[config.mk]
export PLATFORM = sky130hd
export DESIGN_NAME = bcmi_term_unit
export DESIGN_NICKNAME = d
export VERILOG_FILES = /design/src/rtl/bcmi_pkg.sv /design/src/rtl/bcmi_term_unit.sv
export SDC_FILE = /design/constraint.sdc
export NUM_CORES = 2
export LEC_CHECK = 0
export BUFFER_PORTS_ARGS = -buffer_cell sky130_fd_sc_hd__buf_4
export CORE_ASPECT_RATIO = 1.4
export CORE_MARGIN = 2
export CORE_UTILIZATION = 50
export CTS_BUF_LIST = sky130_fd_sc_hd__clkbuf_4 sky130_fd_sc_hd__clkbuf_8
export CTS_CLUSTER_DIAMETER = 150
export DETAILED_ROUTE_END_ITERATION = 10
export HOLD_SLACK_MARGIN = 0.06
export PLACE_DENSITY = 0.63
export SETUP_SLACK_MARGIN = 0.15
export SLEW_MARGIN = 10
export SYNTH_ARGS = -nofsm -noshare
export SYNTH_HDL_FRONTEND = slang
export SYNTH_SLANG_ARGS = --single-unit
[constraint.sdc]
create_clock -name clock -period 13.1 [get_ports clock]
set_input_delay 1.31 -clock clock [delete_from_list [all_inputs] [get_ports clock]]
set_output_delay 1.31 -clock clock [all_outputs]
set_load 0.05 [all_outputs]
[src/rtl/bcmi_pkg.sv]
// ============================================================================
// bcmi_pkg: shared definitions for the bit/class mutual information core
// Operation and status codes, fixed field widths and the structs that link
// the sequencer to the shared log/multiply unit.
// ============================================================================
package bcmi_pkg;

   localparam int OP_W    = 2;
   localparam int LABEL_W = 16;
   localparam int INDEX_W = 11;
   localparam int STAT_W  = 2;
   localparam int CNT_W   = 20;
   localparam int MI_W    = 36;

   // Operand width of the shared unit: holds a count sum of up to 33 bits.
   localparam int TERM_W  = 33;
   localparam int PROD_W  = 64;
   localparam int ACC_W   = 66;
   localparam int MANT_W  = 32;
   localparam int EXP_W   = 6;

   localparam logic [OP_W-1:0] OP_START = 2'd0;
   localparam logic [OP_W-1:0] OP_SET   = 2'd1;
   localparam logic [OP_W-1:0] OP_QUERY = 2'd2;

   localparam logic [STAT_W-1:0] ST_OK     = 2'd0;
   localparam logic [STAT_W-1:0] ST_THIRD  = 2'd1;
   localparam logic [STAT_W-1:0] ST_NO_REC = 2'd2;
   localparam logic [STAT_W-1:0] ST_NEG    = 2'd3;

   localparam int TERM_CNT_W = 4;
   localparam logic [TERM_CNT_W-1:0] LAST_TERM = 4'd8;

   typedef struct packed {
      logic              start;
      logic [TERM_W-1:0] arg;
      logic [TERM_W-1:0] mult;
   } term_req_type;

   typedef struct packed {
      logic              done;
      logic [PROD_W-1:0] product;
   } term_rsp_type;

endpackage

[src/rtl/bcmi_term_unit.sv]
// ============================================================================
// bcmi_term_unit: shared n * log2(x) unit
// One multiplier serves the repeated squarings of the log2 mantissa and the
// final product with n.
// ============================================================================
module bcmi_term_unit #(
   parameter int FRAC_BITS = 16
) (
   input  logic                   clock,
   input  logic                   reset,
   input  bcmi_pkg::term_req_type term_req,
   output bcmi_pkg::term_rsp_type term_rsp
);

   localparam int TW = bcmi_pkg::TERM_W;
   localparam int CW = $clog2(FRAC_BITS + 1);

   localparam logic [1:0] T_IDLE = 2'd0;
   localparam logic [1:0] T_SQ   = 2'd1;
   localparam logic [1:0] T_MUL  = 2'd2;
   localparam logic [1:0] T_DONE = 2'd3;

   logic [1:0]                    state_ff, state_in;
   logic [bcmi_pkg::MANT_W-1:0]   mant_ff, mant_in;
   logic [bcmi_pkg::EXP_W-1:0]    exp_ff, exp_in;
   logic [FRAC_BITS-1:0]          frac_ff, frac_in;
   logic [CW-1:0]                 cnt_ff, cnt_in;
   logic [TW-1:0]                 n_ff, n_in;
   logic [bcmi_pkg::PROD_W-1:0]   prod_ff, prod_in;

   logic [TW-1:0]                 mul_a, mul_b;
   logic [2*TW-1:0]               mul_p;
   logic [bcmi_pkg::EXP_W-1:0]    lead;
   logic [63:0]                   norm;
   logic [32:0]                   sq;

   assign mul_p = mul_a * mul_b;
   assign sq    = mul_p[63:31];

   // Position of the top set bit; zero input gives zero, which yields log 0.
   always_comb begin
      lead = '0;
      for (int i = 0; i < TW; i++) begin
         if (term_req.arg[i]) begin
            lead = bcmi_pkg::EXP_W'(i);
         end
      end
      norm = {term_req.arg[31:0], 32'd0} >> 1;
      norm = (64'(term_req.arg) << 31) >> lead;
   end

   always_comb begin
      state_in = state_ff;
      mant_in  = mant_ff;
      exp_in   = exp_ff;
      frac_in  = frac_ff;
      cnt_in   = cnt_ff;
      n_in     = n_ff;
      prod_in  = prod_ff;
      mul_a    = {1'b0, mant_ff};
      mul_b    = {1'b0, mant_ff};
      case (state_ff)
         T_IDLE: begin
            if (term_req.start) begin
               mant_in  = norm[31:0];
               exp_in   = lead;
               frac_in  = '0;
               cnt_in   = CW'(FRAC_BITS);
               n_in     = term_req.mult;
               state_in = T_SQ;
            end
         end
         T_SQ: begin
            if (sq[32]) begin
               mant_in = sq[32:1];
            end else begin
               mant_in = sq[31:0];
            end
            frac_in = {frac_ff[FRAC_BITS-2:0], sq[32]};
            cnt_in  = cnt_ff - 1'b1;
            if (cnt_ff == CW'(1)) begin
               state_in = T_MUL;
            end
         end
         T_MUL: begin
            mul_a    = n_ff;
            mul_b    = TW'({exp_ff, frac_ff});
            prod_in  = mul_p[bcmi_pkg::PROD_W-1:0];
            state_in = T_DONE;
         end
         T_DONE: begin
            state_in = T_IDLE;
         end
         default: begin
            state_in = T_IDLE;
         end
      endcase
   end

   always_ff @(posedge clock) begin
      if (reset) begin
         state_ff <= T_IDLE;
      end else begin
         state_ff <= state_in;
      end
      mant_ff <= mant_in;
      exp_ff  <= exp_in;
      frac_ff <= frac_in;
      cnt_ff  <= cnt_in;
      n_ff    <= n_in;
      prod_ff <= prod_in;
   end

   assign term_rsp.done    = (state_ff == T_DONE);
   assign term_rsp.product = prod_ff;

endmodule

==> metrics.csv <==
stage,metric,value,unit
run_status,status,completed,
cts,cts.sinks,158,
global_routing,grt_pass1_vias,35100,
setup_path,critPathLaunchType,register,
yosys,avgSynthCellArea,9.16,um^2
global_routing,grt_pass1_wl,222000,um
cts,cts_resized,0,
hold_path,hp-class,reg2reg,
yosys,synth_commonest_cells,"954 x inv_1, 925 x fa_1, 778 x nand2_1, 352 x nor2_1, 264 x ha_1",
final_layout,regArea,4720,um^2
setup_path,crit_type,reg2reg,
setup_path,endpoint_kind,register,
floorplan,die_area,85400,um^2
floorplan,initial_core_util,50.3,%
cts,cts_root_buf,clkbuf_8,
final_layout,nets,5823,
timing,setup_slack,1.84,ns
cts,cts_hold_buf,0,
final_layout,final_cells,5661,
place,io_buffers,133,
floorplan,rows,125,
yosys,ys.flop_type,edfxtp_1,
timing,period_share,85.9,%
global_routing,grt_use_met1,39.4,%
global_routing,grt-ovfl-total,0,
setup_path,critPathArrivalTime,11.57,ns
timing,drv_slew,0,
cts,clkSlewWorstSetupHoldPaths,0.10,ns
detailed_routing,dr.pass1.iters,5,
setup_path,crit_required,13.41,ns
detailed_routing,drt-initial-drc-count,2985,
yosys,yosys_warnings,0,
setup_path,path_common_cell,fa_1,
timing,setup_violations,0,
yosys,async_reset_ff_share,0,%
detailed_routing,ant_nets,0,
global_routing,antenna_found_initial,12,
global_routing,grt_max_degree,131,
floorplan,core_region_area,82600,um^2
final_layout,drive_gt1_share,6.86,%
setup_path,critPathMaxStageDelay,1.04,ns
timing,hold_violations,0,
timing,max_clock_freq,0.0888,GHz
timing,tightestPinTransition,1.35,ns
job,cap_violations,0,
cts,clkLatencyLatePin,0.63,ns
final_layout,multi_input_area,32400,um^2
global_routing,use_met2,60.1,%
yosys,synth_edf_count,156,
detailed_routing,wire_per_inst,26.3,um
yosys,ys_top_cells_by_area,"fa_1 45%, edfxtp_1 11%, inv_1 8.6%",
global_routing,track_usage,36.6,%
cts,htreeDepth,4,
yosys,ys_types,89,
floorplan,die_x,248,um
timing,period_minus_slack,11.26,ns
yosys,yosysTopAreaCell,fa_1,
floorplan,ios,134,
global_routing,use_met3,9.26,%
place,gp_congestion,1.01,
detailed_routing,via_per_inst,5.78,
yosys,syn-cell-area,41500,um^2
setup_path,cp_slowest_cell,a21oi_1,
timing,finalSetupTns,0,ns
setup_path,crit_fanout,130,
yosys,syn_inst,4531,
timing,finalClockSkew,0.0601,ns
final_layout,fillers,7757,
yosys,ys_ff_latch,158,
yosys,yosys.cell_count.top_type,inv_1,
timing,relSlewSlack,10.3,%
detailed_routing,via_count,32700,
cts,post_cts_buffers,0,
timing,rsz0062_at_grt,no,
place,preCtsSetupSlack,2.07,ns
cts,clockBufferDepth,2,
cts,numCtsBuffers,17,
detailed_routing,drc,0,
cts,cts_tree,built,
yosys,ys_seq_area_share,11.4,%
place,dp_hpwl,118000,um
yosys,netlist.area_leader.share,44.6,%
floorplan,dieHeight,345,um
place,place_inst,5625,
final_layout,area_delta_synth_final,6.40,%
detailed_routing,wirelength,149000,um
timing,hold_ws,0.544,ns
global_routing,grt_busiest_layer,met2,
==> routing by layer <==
metal	routed length, um	vias to the layer above
met4	17000	8
met1	48000	16500
met5	46	-
li1	-	13800
met2	70800	1758
met3	13200	675
==> worst max-delay path: cells and delay by family (launching register included) <==
| kind | cells | cell delay [ns] |
|---|---|---|
| simple gates | 11 | 2.92 |
| compound gates | 3 | 1.28 |
| flops | 1 | 0.35 |
| fa+ha+maj | 10 | 5.05 |
| buf+inv | 7 | 1.27 |
==> sequential cells by signal, indices dropped and copies added (netlist names) <==
name / count
cnt_ff: 5
exp_ff: 6
frac_ff: 16
mant_ff: 32
n_ff: 33
prod_ff: 64
state_ff: 2
==> layout by cell type, fill, tap and decap left out, types with 16 or more instances in the layout <==
master,netlist,final
clkbuf_8,0,17
nor2b_1,41,33
edfxtp_1,156,156
xnor2_1,48,48
a21o_1,44,44
nand3_1,18,18
xor2_1,16,16
inv_1,954,954
ha_1,264,262
and2_1,116,115
o21ai_0,41,41
a21oi_1,160,153
nor3_1,32,32
fa_1,925,925
nand2_1,778,778
and3_1,23,23
mux2i_1,104,104
nor2_1,352,352
nand2b_1,27,27
buf_4,6,221
==> final cells by class <==
type	count	area share, %
inverter	958	8.14
antenna	4	0.0227
clock inverter	13	0.348
tap	1079	3.06
multi-input combinational	3208	73.4
clock buffer	19	0.564
sequential	158	10.7
timing repair buffer	222	3.80
==> cell families (layout without fill, tap and decap cells) <==
| logic type | count (synthesis) | in the layout | synth area share [%] |
|---|---|---|---|
| DFF | 158 | 158 | 11.4 |
| other | 2 | 13 | 0.0181 |
| AOI/OAI and AO/OA | 402 | 402 | 6.28 |
| muxes | 112 | 112 | 2.78 |
| and+or+nand+nor | 1432 | 1432 | 14.8 |
| xor gates and xnor gates | 64 | 64 | 1.35 |
| adders and majority gates | 1189 | 1189 | 52.6 |
| buffers and inverters | 1172 | 1212 | 10.8 |
==> worst paths after layout <==
check               from           to  slack, ns  cells after the start
min          state_ff[0]  state_ff[0]       0.54                      2
max          state_ff[0]   mant_ff[8]       1.84                     31
min reg2reg  state_ff[0]  state_ff[0]       0.54                      2
max reg2reg  state_ff[0]   mant_ff[8]       1.84                     31
==> per-stage QoR <==
stage / cell area [um^2] / util, %
floorplan: 41500 / -
global placement: 43800 / 53.0
detailed placement: 43800 / 53.0
CTS: 44200 / 53.5
global route: 44200 / 53.5
finish: 44200 / 53.5
Power is left out: the tool's default activity adds up to more than one toggle a clock period on the data nets, which glitch-free logic cannot reach.
